## src/rtl/heq_pkg.sv

```systemverilog
// shared types and constants for the explicit heat equation stepper
`timescale 1ns / 1ps
`default_nettype none

package heq_pkg;

    localparam int IDX_W      = 6;
    localparam int IN_W       = 24;
    localparam int K_W        = 16;
    localparam int GS_W       = 7;
    localparam int CFG_W      = 24;
    localparam int CFG_IDX_W  = 2;
    localparam int IN_TDATA_W = 32;

    localparam logic [CFG_IDX_W-1:0] CFG_DIFF_COEF  = 2'd0;
    localparam logic [CFG_IDX_W-1:0] CFG_GRID_SIZE  = 2'd1;
    localparam logic [CFG_IDX_W-1:0] CFG_LEFT_BND   = 2'd2;
    localparam logic [CFG_IDX_W-1:0] CFG_RIGHT_BND  = 2'd3;

    localparam logic [K_W-1:0]  RST_DIFF_COEF = 16'd6554;
    localparam logic [GS_W-1:0] RST_GRID_SIZE = 7'd11;
    localparam logic [IN_W-1:0] RST_LEFT_BND  = 24'd0;
    localparam logic [IN_W-1:0] RST_RIGHT_BND = 24'd65536;

    localparam logic [K_W-1:0]  K_MAX    = 16'd32768;
    localparam logic [K_W:0]    K_ONE    = 17'd65536;
    localparam logic [GS_W-1:0] GRID_MIN = 7'd3;

    localparam logic CMD_LOAD = 1'b0;
    localparam logic CMD_STEP = 1'b1;

    typedef enum logic [2:0] {
        ST_IDLE  = 3'b001,
        ST_SWEEP = 3'b010,
        ST_DRAIN = 3'b100
    } state_t;

    typedef struct packed {
        logic            load_we;
        logic            issue;
        logic            rd;
        logic            first;
        logic            left;
        logic            right;
        logic [GS_W-1:0] slot;
    } ctrl_cmd_t;

    typedef struct packed {
        logic adv;
        logic idle;
    } dp_status_t;

endpackage

`default_nettype wire

```

## src/rtl/heq_ctrl.sv

```systemverilog
// sequencer: accepts requests and walks the sweep slots of a step
`timescale 1ns / 1ps
`default_nettype none

module heq_ctrl #(
    parameter int GRID_POINTS = 64
) (
    input  wire logic                     clk,
    input  wire logic                     rst_n,
    input  wire logic                     s_axis_tvalid,
    output logic                          s_axis_tready,
    input  wire logic                     command,
    input  wire logic [heq_pkg::GS_W-1:0] grid_size,
    input  wire heq_pkg::dp_status_t      status,
    output heq_pkg::ctrl_cmd_t            cmd
);
    import heq_pkg::*;

    state_t          state_reg, state_next;
    logic [GS_W-1:0] cnt_reg, cnt_next;
    logic [GS_W-1:0] n_pts;

    // grid size clamped to the usable range
    always_comb
    begin
        if (grid_size < GRID_MIN)
            n_pts = GRID_MIN;
        else if (grid_size > GS_W'(GRID_POINTS))
            n_pts = GS_W'(GRID_POINTS);
        else
            n_pts = grid_size;
    end

    assign s_axis_tready = (state_reg == ST_IDLE);

    always_comb
    begin
        state_next  = state_reg;
        cnt_next    = cnt_reg;
        cmd.load_we = 1'b0;
        cmd.issue   = 1'b0;
        cmd.rd      = (cnt_reg < n_pts);
        cmd.first   = (cnt_reg == '0);
        cmd.left    = (cnt_reg == GS_W'(1));
        cmd.right   = (cnt_reg == n_pts);
        cmd.slot    = cnt_reg;
        unique case (state_reg)
            ST_IDLE:
            begin
                if (s_axis_tvalid)
                begin
                    if (command == CMD_STEP)
                    begin
                        cnt_next   = '0;
                        state_next = ST_SWEEP;
                    end
                    else
                    begin
                        cmd.load_we = 1'b1;
                    end
                end
            end
            ST_SWEEP:
            begin
                if (status.adv)
                begin
                    cmd.issue = 1'b1;
                    if (cnt_reg == n_pts)
                        state_next = ST_DRAIN;
                    else
                        cnt_next = cnt_reg + GS_W'(1);
                end
            end
            ST_DRAIN:
            begin
                if (status.idle)
                    state_next = ST_IDLE;
            end
            default:
            begin
                state_next = ST_IDLE;
            end
        endcase
    end

    always_ff @(posedge clk or negedge rst_n)
    begin
        if (!rst_n)
        begin
            state_reg <= ST_IDLE;
            cnt_reg   <= '0;
        end
        else
        begin
            state_reg <= state_next;
            cnt_reg   <= cnt_next;
        end
    end

endmodule

`default_nettype wire

```

## src/rtl/heq_datapath.sv

```systemverilog
// row store, three point stencil pipeline and output register
`timescale 1ns / 1ps
`default_nettype none

module heq_datapath #(
    parameter int GRID_POINTS = 64,
    parameter int VALUE_BITS  = 24
) (
    input  wire logic                      clk,
    input  wire logic                      rst_n,
    input  wire heq_pkg::ctrl_cmd_t        cmd,
    output heq_pkg::dp_status_t            status,
    input  wire logic [heq_pkg::K_W-1:0]   diffusion_coefficient,
    input  wire logic [heq_pkg::IN_W-1:0]  left_boundary,
    input  wire logic [heq_pkg::IN_W-1:0]  right_boundary,
    input  wire logic [heq_pkg::IDX_W-1:0] point_index,
    input  wire logic [heq_pkg::IN_W-1:0]  sample_value,
    input  wire logic                      out_ready,
    output logic                           out_valid,
    output logic [heq_pkg::IDX_W-1:0]      result_index,
    output logic [VALUE_BITS-1:0]          result_value,
    output logic                           row_last
);
    import heq_pkg::*;

    localparam int AW    = (GRID_POINTS > 1) ? $clog2(GRID_POINTS) : 1;
    localparam int EW    = (VALUE_BITS > IN_W) ? VALUE_BITS : IN_W;
    localparam int PW    = VALUE_BITS + 18;
    localparam int ACW   = VALUE_BITS + 19;
    localparam int RW    = VALUE_BITS + 3;
    localparam logic signed [EW-1:0] IN_HI = EW'((64'sd1 <<< (VALUE_BITS - 1)) - 64'sd1);
    localparam logic signed [EW-1:0] IN_LO = -IN_HI - EW'(1);
    localparam logic signed [RW-1:0] R_HI  = RW'((64'sd1 <<< (VALUE_BITS - 1)) - 64'sd1);
    localparam logic signed [RW-1:0] R_LO  = -R_HI - RW'(1);
    localparam logic signed [ACW-1:0] HALF = ACW'(32768);

    // 24 bit field sign extended and clipped to the stored width
    function automatic logic [VALUE_BITS-1:0] fit_in(input logic [IN_W-1:0] v);
        logic signed [EW-1:0] x;
        x = EW'(signed'(v));
        if (x > IN_HI)
            return VALUE_BITS'(IN_HI);
        else if (x < IN_LO)
            return VALUE_BITS'(IN_LO);
        else
            return VALUE_BITS'(x);
    endfunction

    logic [VALUE_BITS-1:0]   mem [GRID_POINTS];
    logic [GRID_POINTS-1:0]  vld_reg;
    logic [VALUE_BITS-1:0]   rd_reg;
    logic                    rd_vld_reg;

    logic                    en;
    logic                    s1_vld_reg, s1_first_reg, s1_left_reg, s1_right_reg;
    logic [IDX_W-1:0]        s1_pt_reg;
    logic signed [VALUE_BITS-1:0] prev_reg, cur_reg;
    logic signed [VALUE_BITS-1:0] rd_val;

    logic                    s2_vld_reg, s2_bnd_reg, s2_last_reg;
    logic [IDX_W-1:0]        s2_pt_reg;
    logic [VALUE_BITS-1:0]   s2_bval_reg;
    logic signed [PW-1:0]    p1_reg, p2_reg;

    logic                    out_vld_reg, out_last_reg;
    logic [IDX_W-1:0]        out_idx_reg;
    logic [VALUE_BITS-1:0]   out_val_reg;

    logic [K_W-1:0]          k_eff;
    logic [K_W:0]            k2;
    logic signed [VALUE_BITS:0] nsum;
    logic signed [PW-1:0]    p1_next, p2_next;
    logic signed [ACW-1:0]   acc;
    logic signed [RW-1:0]    rnd;
    logic [VALUE_BITS-1:0]   new_val;

    logic                    ld_ok;
    logic                    wr_en;
    logic [AW-1:0]           wr_addr;
    logic [VALUE_BITS-1:0]   wr_data;

    assign en          = !out_vld_reg || out_ready;
    assign status.adv  = en;
    assign status.idle = !s1_vld_reg && !s2_vld_reg && !out_vld_reg;

    // coefficient clamped to one half for stability
    assign k_eff  = (diffusion_coefficient > K_MAX) ? K_MAX : diffusion_coefficient;
    assign k2     = K_ONE - {k_eff, 1'b0};
    assign rd_val = rd_vld_reg ? signed'(rd_reg) : '0;

    assign nsum    = (VALUE_BITS + 1)'(prev_reg) + (VALUE_BITS + 1)'(rd_val);
    assign p1_next = PW'(nsum * signed'({1'b0, k_eff}));
    assign p2_next = PW'(cur_reg * signed'({1'b0, k2}));

    // round half up from Q.16 to the sample scale then clip
    assign acc = ACW'(p1_reg) + ACW'(p2_reg) + HALF;
    assign rnd = acc[ACW-1:16];
    always_comb
    begin
        if (rnd > R_HI)
            new_val = VALUE_BITS'(R_HI);
        else if (rnd < R_LO)
            new_val = VALUE_BITS'(R_LO);
        else
            new_val = VALUE_BITS'(rnd);
    end

    // one write port shared by loads and the sweep write-back
    assign ld_ok = ({1'b0, point_index} < (IDX_W + 1)'(GRID_POINTS));
    always_comb
    begin
        if (cmd.load_we)
        begin
            wr_en   = ld_ok;
            wr_addr = point_index[AW-1:0];
            wr_data = fit_in(sample_value);
        end
        else
        begin
            wr_en   = en && s2_vld_reg;
            wr_addr = s2_pt_reg[AW-1:0];
            wr_data = s2_bnd_reg ? s2_bval_reg : new_val;
        end
    end

    always_ff @(posedge clk)
    begin
        if (wr_en)
            mem[wr_addr] <= wr_data;
        if (en && cmd.issue && cmd.rd)
            rd_reg <= mem[cmd.slot[AW-1:0]];
    end

    always_ff @(posedge clk or negedge rst_n)
    begin
        if (!rst_n)
        begin
            vld_reg    <= '0;
            rd_vld_reg <= 1'b0;
        end
        else
        begin
            if (wr_en)
                vld_reg[wr_addr] <= 1'b1;
            if (en && cmd.issue && cmd.rd)
                rd_vld_reg <= vld_reg[cmd.slot[AW-1:0]];
        end
    end

    // pipeline control
    always_ff @(posedge clk or negedge rst_n)
    begin
        if (!rst_n)
        begin
            s1_vld_reg  <= 1'b0;
            s2_vld_reg  <= 1'b0;
            out_vld_reg <= 1'b0;
        end
        else if (en)
        begin
            s1_vld_reg  <= cmd.issue;
            s2_vld_reg  <= s1_vld_reg && !s1_first_reg;
            out_vld_reg <= s2_vld_reg;
        end
    end

    // pipeline payload
    always_ff @(posedge clk)
    begin
        if (en)
        begin
            s1_first_reg <= cmd.first;
            s1_left_reg  <= cmd.left;
            s1_right_reg <= cmd.right;
            s1_pt_reg    <= IDX_W'(cmd.slot - GS_W'(1));
            if (s1_vld_reg)
            begin
                prev_reg <= cur_reg;
                cur_reg  <= rd_val;
            end
            p1_reg      <= p1_next;
            p2_reg      <= p2_next;
            s2_bnd_reg  <= s1_left_reg || s1_right_reg;
            s2_bval_reg <= s1_left_reg ? fit_in(left_boundary) : fit_in(right_boundary);
            s2_last_reg <= s1_right_reg;
            s2_pt_reg   <= s1_pt_reg;
            out_val_reg  <= s2_bnd_reg ? s2_bval_reg : new_val;
            out_idx_reg  <= s2_pt_reg;
            out_last_reg <= s2_last_reg;
        end
    end

    assign out_valid    = out_vld_reg;
    assign result_index = out_idx_reg;
    assign result_value = out_val_reg;
    assign row_last     = out_last_reg;

endmodule

`default_nettype wire

```

## src/rtl/heat_equation_explicit_step.sv

```systemverilog
// top level of the explicit heat equation stepper
//
// usage: the slave stream carries requests. tuser is the command: a load
// writes sample_value at point_index into the row store and gives no
// result; a step advances the row by one explicit time step and sends the
// whole new row on the master stream, one sample per point, point 0 first,
// tlast on the last point of the grid.
// a step reads the row store once per point over a single read port, and
// the next request is taken only once the last sample has been taken and
// the pipeline has drained; a load is taken in the idle state.
// the end points are forced to the boundary registers, the interior points
// are saturated to the value width.
// configuration is written through cfg_we/cfg_index/cfg_data while idle.
// reset clears the row store to zero (valid bits per point) and loads the
// register defaults; no clearing pass is needed.
// a stall on m_axis_tready freezes the whole sweep; nothing is lost, and
// s_axis_tready stays low until the last sample has been taken.
`timescale 1ns / 1ps
`default_nettype none

module heat_equation_explicit_step #(
    parameter int GRID_POINTS = 64,
    parameter int VALUE_BITS  = 24
) (
    input  wire logic                            clk,
    input  wire logic                            rst_n,
    input  wire logic                            s_axis_tvalid,
    output logic                                 s_axis_tready,
    // point_index [5:0], sample_value [29:6], zero fill above
    input  wire logic [heq_pkg::IN_TDATA_W-1:0]  s_axis_tdata,
    // command [0]
    input  wire logic                            s_axis_tuser,
    output logic                                 m_axis_tvalid,
    input  wire logic                            m_axis_tready,
    // result_index [5:0], result_value [VALUE_BITS+5:6], zero fill above
    output logic [((heq_pkg::IDX_W + VALUE_BITS + 7) / 8) * 8 - 1:0] m_axis_tdata,
    // row_last
    output logic                                 m_axis_tlast,
    input  wire logic                            cfg_we,
    input  wire logic [heq_pkg::CFG_IDX_W-1:0]   cfg_index,
    input  wire logic [heq_pkg::CFG_W-1:0]       cfg_data
);
    import heq_pkg::*;

    localparam int OUT_W = ((IDX_W + VALUE_BITS + 7) / 8) * 8;

    logic [K_W-1:0]  diff_coef_reg;
    logic [GS_W-1:0] grid_size_reg;
    logic [IN_W-1:0] left_bnd_reg;
    logic [IN_W-1:0] right_bnd_reg;

    ctrl_cmd_t             cmd;
    dp_status_t            status;
    logic [IDX_W-1:0]      result_index;
    logic [VALUE_BITS-1:0] result_value;

    always_ff @(posedge clk or negedge rst_n)
    begin
        if (!rst_n)
        begin
            diff_coef_reg <= RST_DIFF_COEF;
            grid_size_reg <= RST_GRID_SIZE;
            left_bnd_reg  <= RST_LEFT_BND;
            right_bnd_reg <= RST_RIGHT_BND;
        end
        else if (cfg_we)
        begin
            unique case (cfg_index)
                CFG_DIFF_COEF: diff_coef_reg <= cfg_data[K_W-1:0];
                CFG_GRID_SIZE: grid_size_reg <= cfg_data[GS_W-1:0];
                CFG_LEFT_BND:  left_bnd_reg  <= cfg_data[IN_W-1:0];
                CFG_RIGHT_BND: right_bnd_reg <= cfg_data[IN_W-1:0];
                default: ;
            endcase
        end
    end

    heq_ctrl #(
        .GRID_POINTS (GRID_POINTS)
    ) u_ctrl (
        .clk           (clk),
        .rst_n         (rst_n),
        .s_axis_tvalid (s_axis_tvalid),
        .s_axis_tready (s_axis_tready),
        .command       (s_axis_tuser),
        .grid_size     (grid_size_reg),
        .status        (status),
        .cmd           (cmd)
    );

    heq_datapath #(
        .GRID_POINTS (GRID_POINTS),
        .VALUE_BITS  (VALUE_BITS)
    ) u_datapath (
        .clk                   (clk),
        .rst_n                 (rst_n),
        .cmd                   (cmd),
        .status                (status),
        .diffusion_coefficient (diff_coef_reg),
        .left_boundary         (left_bnd_reg),
        .right_boundary        (right_bnd_reg),
        .point_index           (s_axis_tdata[IDX_W-1:0]),
        .sample_value          (s_axis_tdata[IDX_W+IN_W-1:IDX_W]),
        .out_ready             (m_axis_tready),
        .out_valid             (m_axis_tvalid),
        .result_index          (result_index),
        .result_value          (result_value),
        .row_last              (m_axis_tlast)
    );

    assign m_axis_tdata = OUT_W'({result_value, result_index});

endmodule

`default_nettype wire

```

## config.mk

```make
export PLATFORM = sky130hd
export DESIGN_NAME = heat_equation_explicit_step
export DESIGN_NICKNAME = d
export VERILOG_FILES = /design/src/rtl/heq_pkg.sv /design/src/rtl/heq_ctrl.sv /design/src/rtl/heq_datapath.sv /design/src/rtl/heat_equation_explicit_step.sv
export SDC_FILE = /design/constraint.sdc
export NUM_CORES = 2
export LEC_CHECK = 0
export BUFFER_PORTS_ARGS = -buffer_cell sky130_fd_sc_hd__buf_2
export CAP_MARGIN = 20
export CORE_ASPECT_RATIO = 0.5
export CORE_MARGIN = 4
export CORE_UTILIZATION = 50
export CTS_CLUSTER_DIAMETER = 30
export DETAILED_ROUTE_END_ITERATION = 7
export GPL_ROUTABILITY_DRIVEN = 0
export HOLD_SLACK_MARGIN = 0.12
export PLACE_DENSITY = 0.68
export SYNTH_ARGS = -nofsm -noshare
export SYNTH_HDL_FRONTEND = slang
export SYNTH_SLANG_ARGS = --single-unit
```

## constraint.sdc

```tcl
create_clock -name clk -period 9.3 [get_ports clk]
set_input_delay 0.93 -clock clk [delete_from_list [all_inputs] [get_ports clk]]
set_output_delay 0.93 -clock clk [all_outputs]
set_load 0.1 [all_outputs]
```

Word-level counts from Yosys, hierarchy flattened
Memories as Yosys holds them, arrays and structs flattened. A register that Yosys moved wholly into a read port is not among the register bits.
Cells that the tools add are included.
{"block": "word_totals", "reg_bits": 353, "ram_bits": 1536, "output_inout_bits": 35, "word_cells": 127, "memories": 1}
{"name": "u_datapath.mem", "words": 64, "width": 24, "rd": 1, "rd_clocked_by_memory_dff": 1, "wr": 1, "line": "heq_datapath.sv:49", "rtl": "logic [VALUE_BITS-1:0] mem [GRID_POINTS];"}
{"block": "classes", "add_sub_neg": 6, "multipliers": 2, "order_cmp": 15, "n_eq_ne": 14, "mux": 39, "bitwise": 1, "reduce_logical": 23}
{"op": "2-to-1 mux 24 bit", "count": 12}
{"op": "> comparator 24 bit, second input constant", "count": 3}
{"op": "less-than comparator 24 bit, second input constant", "count": 3}
{"op": "bitwise OR 64 bit", "count": 1}
{"op": "adder 42 x 42 -> 43 bit", "count": 1}
{"op": "adder 43 x 17 -> 43 bit, second input constant", "count": 1}
{"op": "multiplier 24 x 18 -> 42 bit", "count": 1}
{"op": "multiplier 25 x 17 -> 42 bit", "count": 1}
{"op": "2-to-1 mux 7 bit", "count": 6}
{"op": "> comparator 27 x 24 -> 1 bit, second input constant", "count": 1}
{"op": "less-than comparator 27 x 24 -> 1 bit, second input constant", "count": 1}
{"op": "adder 24 x 24 -> 25 bit", "count": 1}
{"op": "subtractor 17 bit, first input constant", "count": 1}
{"op": "> comparator 16 bit, second input constant", "count": 1}
{"op": "2-to-1 mux 16 bit", "count": 1}
{"op": "2-to-1 mux 3 bit", "count": 5}
{"op": "less-than comparator 6 x 7 -> 1 bit, second input constant", "count": 2}
{"op": "one-hot mux 7 bit (2 select lines)", "count": 1}
{"op": "2-to-1 mux 1 bit", "count": 10}
{"op": "AND reduction 2 bit", "count": 5}
{"op": "AND reduction 5 bit", "count": 2}
{"op": "one-hot mux 3 bit (3 select lines)", "count": 1}
{"op": "adder 7 x 1 -> 7 bit, second input constant", "count": 1}
{"op": "equality test 7 x 1 -> 1 bit, second input constant", "count": 1}
{"op": "other kinds (22)", "count": 37}

Depth between registers and ports, before layout
{"block": "logic_depth", "ltp_word": 9, "ltp_mapped": 39, "ltp_nobuf": 37}

Hierarchy
From an unflattened synthesis, not the netlist that was laid out.
{"block": "hier_totals", "hier_cells": 7592, "hier_area_um2": 105676.4}
{"module": "heq_datapath", "instances": 1, "cells_each": 7345, "area_each_um2": 102155.5}
{"module": "heat_equation_explicit_step", "instances": 1, "cells_each": 154, "area_each_um2": 2692.6}
{"module": "heq_ctrl", "instances": 1, "cells_each": 93, "area_each_um2": 828.3}

Worst setup path after synthesis
Ideal clock, no wire load.
{"block": "synth_timing", "kind": "register to register", "start": "register u_datapath.rd_vld_reg", "end": "register u_datapath.p1_reg[40], data pin", "setup_ns": 0.258, "t_arrival_ns": 8.436, "required_ns": 9.042, "path_slack_ns": 0.606, "path_stages_with_launch": 38, "path_cell_list": "dfrtp_1 -> clkbuf_1 -> and2_1 -> ha_1 -> fa_1 -> a21o_1 -> a21oi_1 -> o21bai_1 -> a21oi_1 -> o21bai_1 -> nand4_1 -> a31oi_2 -> a21oi_1 -> o21bai_1 -> xor2_1 -> clkbuf_1 -> nand2_1 -> fa_1 -> [... 2 more ...] -> fa_1 -> inv_1 -> fa_1 -> inv_1 -> fa_1 -> inv_1 -> ha_1 -> clkbuf_1 -> a211oi_1 -> o21ai_0 -> or3_1 -> a311oi_1 -> nor3_1 -> o21ai_1 -> a31oi_1 -> a21o_1 -> a21oi_1 -> xnor2_1"}
{"block": "synth_between", "elab_chain_len": 3}
{"element": "from (decl)", "line": "heq_datapath.sv:52", "rtl": "logic rd_vld_reg;"}
{"element": "from (signal assigned)", "line": "heq_datapath.sv:146", "rtl": "rd_vld_reg <= vld_reg[cmd.slot[AW-1:0]];"}
{"element": "2-to-1 mux 24 bit", "line": "heq_datapath.sv:89", "rtl": "assign rd_val = rd_vld_reg ? signed'(rd_reg) : '0;"}
{"element": "via u_datapath.rd_val[0]", "line": "heq_datapath.sv:58", "rtl": "logic signed [VALUE_BITS-1:0] rd_val;"}
{"element": "adder 24 x 24 -> 25 bit", "line": "heq_datapath.sv:91", "rtl": "assign nsum = (VALUE_BITS + 1)'(prev_reg) + (VALUE_BITS + 1)'(rd_val);"}
{"element": "multiplier 25 x 17 -> 42 bit", "line": "heq_datapath.sv:92", "rtl": "assign p1_next = PW'(nsum * signed'({1'b0, k_eff}));"}
{"element": "via u_datapath.p1_next[40]", "line": "heq_datapath.sv:72", "rtl": "logic signed [PW-1:0] p1_next, p2_next;"}
{"element": "to (signal assigned)", "line": "heq_datapath.sv:181", "rtl": "p1_reg <= p1_next;"}
{"element": "to (decl)", "line": "heq_datapath.sv:63", "rtl": "logic signed [PW-1:0] p1_reg, p2_reg;"}
The timed path passes the listed nets, and every way through them passes these cells.
A chain may end at the register's enable or synchronous reset.

Worst setup path in the final report
{"block": "layout_timing", "start": "register u_datapath.rd_vld_reg", "end": "register u_datapath.p1_reg[39], data pin"}
The elaborated chain is that of the path after synthesis.

==> summary.md <==
| Metric | Value |
|---|---|
| Final Max Slew Viols | `0` |
| M2 GR Usage | `0.3951` |
| Clk_lat worst skew | `0.89 ns` |
| Layout cell share with drive strength beyond 1 | `0.2156` |
| DR iter-0 viols | `6013` |
| Crit path kind | `reg -> reg` |
| Crit path depth | `32` |
| Post-synth cell types | `85` |
| Worst R2R Setup Slack | `0.36 ns` |
| Number of synthesized flops with an enable pin | `1762` |
| CTS clk-pin slew, worst paths | `0.06 ns` |
| Layout area overhead | `13.22%` |
| Share of the synthesized area in the top cell type | `0.5065` |
| Chip Height | `331.2 µm` |
| Post-route ant nets | `0` |
| Count leader, synth | `edfxtp_1` |
| Ys Warns | `0` |
| CP max FO | `5` |
| Synth area leaders | `edfxtp_1 (51%), fa_1 (15%), mux4_2 (11%), ha_1 (4.1%), dfrtp_1 (3.3%)` |
| Number of CTS-inserted buffers | `241` |
| H-Tree Level Count | `4` |
| CP Buf/Inv Count | `1` |
| Synthesized cell area | `0.1045 mm²` |
| WP data arrival | `9.47 ns` |
| First-pass GRT wire length | `394500 µm` |
| Max_slew headroom | `0.2235` |
| Largest net degree at the start of global routing | `118` |
| Hold EP | `right_bnd_reg[23]$_DFFE_PN0P_` |
| Clock Tree Buf Depth | `4` |
| Tmin final | `8.944 ns` |
| Register area share after synthesis | `0.5424` |
| Placed cells | `9548` |
| Starting Density | `0.5039` |
| Critical-path top delay cell | `fa_1` |
| Crit. Startpoint | `u_datapath.rd_vld_reg$_DFFE_PN0P_` |
| Initial DRT Pass Iterations | `6` |
| FP Rows | `118` |
| Fraction of registers with async set/reset | `0.07797` |
| GR Util met1 | `0.3333` |
| Met3 Use GR | `0.05362` |
| Period utilization | `0.9618` |
| Routed WL per cell | `26.33 µm` |
| Clock sink count | `1911` |
| Cells after synthesis | `6790` |
| Status | `finished, final reports clean` |
| Post-DR vias/cell | `5.801` |
| Total core area | `0.2073 mm²` |
| Vias in the first global route | `60320` |
| R2r endpoint | `u_datapath.p1_reg[39]$_DFFE_PN_` |
| Final WL | `263600 µm` |
| Nets@finish | `8223` |
| Total die area | `0.2167 mm²` |
| Predominant post-synthesis flop cell | `edfxtp_1` |
| Root buf cell | `clkbuf_16` |
| GR Overflow Total | `0` |
| I/O pin count | `99` |
| Final worst slack | `0.3555 ns` |
| Most frequent CP cell | `fa_1` |
| HP Start | `cfg_data[23]` |
| Hold Slack | `0.3346 ns` |
| # fillers | `15910` |
| WP data required | `9.82 ns` |
| Initial antenna violation count | `8` |
| Port bufs | `94` |
| Critical path endpoint category | `flop` |
| CP delay by family, top | `adder cells` |
| Critical path's largest stage delay | `0.55 ns` |
| Worst setup SP type | `flop` |
| Hold Path Class | `in -> reg` |
| CTS tree | `done` |
| All-layer global routing usage | `0.2467` |
| Via count | `58090` |
| Worst R2R Path Depth | `32` |
| Top cells by count, synth | `edfxtp_1 (1762), inv_1 (892), fa_1 (768), nand2_1 (542), mux4_2 (525)` |
| FMAX | `111.8 MHz` |
| Synthesized flop and latch total | `1911` |
| Post-Synthesis Mean Instance Area | `15.38 µm²` |
| Endpoints failing setup | `0` |
| GR peak layer | `met2` |
| Fin. Hold Viols | `0` |
| DP Worst Slack | `0.1676 ns` |
| Die width | `654.4 µm` |
| Worst hold path depth | `2` |
| Worst R2R Start | `u_datapath.rd_vld_reg$_DFFE_PN0P_` |
| Actual slew at the worst max-slew pin | `1.162 ns` |
| Synth area leader | `edfxtp_1` |
| Fin Clk Skew | `0.1477 ns` |
| Post-route insts no fill | `10010` |
| Max-cap violations | `0` |
| Dpl hpwl | `172100 µm` |
| Max reg flops | `1536` |
| # DRC | `0` |
==> worst max-delay path by stage <==
stage	to	slack (ns)
6_report	u_datapath.p1_reg[39]$_DFFE_PN_	0.36
5_1_grt	u_datapath.p1_reg[40]$_DFFE_PN_	-0.03
4_1_cts	u_datapath.p2_reg[41]$_DFFE_PN_	0.15
3_5_place_dp	u_datapath.p2_reg[41]$_DFFE_PN_	0.17
3_3_place_gp	u_datapath.p2_reg[41]$_DFFE_PN_	0.23
2_1_floorplan	u_datapath.p1_reg[40]$_DFFE_PN_	0.61
==> layer usage <==
layer	share of wire	vias up
li1	-	24570
met1	0.39	30560
met2	0.48	2436
met3	0.089	518
met4	0.042	2
met5	0.000076	-
==> logic make-up after synthesis <==
group	after synthesis	share of synthesized area
DFF	1911	0.5424
and+or+nand+nor	1382	0.06269
buffers and inverters	1176	0.04265
adders and majority gates	1109	0.1880
muxes	623	0.1237
AOI/OAI and AO/OA	426	0.02691
xor gates and xnor gates	162	0.01358
other	1	0.00003590
==> layout make-up <==
cell class | count | area [µm²] | share of cell area
sequential | 1911 | 56670 | 0.4792
multi-input combinational | 3704 | 44270 | 0.3743
clock buffer | 272 | 6200 | 0.05242
tap | 2760 | 3453 | 0.02920
inverter | 895 | 3371 | 0.02850
timing repair buffer | 297 | 2255 | 0.01906
clock inverter | 171 | 2042 | 0.01726
antenna | 3 | 7.507 | 0.00006347
==> through the flow <==
stage | TNS [ns] | util | instance area, µm²
final | 0 | 0.5706 | 118300
after floorplan | 0 | - | 104500
after detailed placement | 0 | 0.5286 | 109600
after global routing | -0.03780 | 0.5706 | 118300
after global placement | 0 | 0.5284 | 109500
after CTS | 0 | 0.5684 | 117800
==> cell usage in the layout (no fill, tap or decap), drive strengths merged, types with 140 or more instances in the layout <==
cell type / n
inv: 948
ha: 341
a21oi: 140
buf: 296
nor2: 292
mux4: 525
clkbuf: 272
edfxtp: 1762
and2: 278
nand2: 542
fa: 768
==> worst register-to-register path: cells and delay by family (launching register included) <==
kind,cells,cell delay [ns]
compound gates,15,3.40
buf+inv,1,0.05
simple gates,6,0.87
xor+xnor,2,0.26
flops,1,0.46
fa+ha+maj,8,3.66
==> repair_timing <==
| item | CTS | global route |
|---|---|---|
| hold buffers | 1 | 0 |
| gates resized for setup | 0 | 34 |
| setup endpoints to repair | 0 | 17 |
| hold endpoints to repair | 37 | 0 |
| buffers inserted | 0 | 9 |
Power is not shown: default switching activity piles up to over one toggle a cycle in this logic, so the estimate is an artifact.
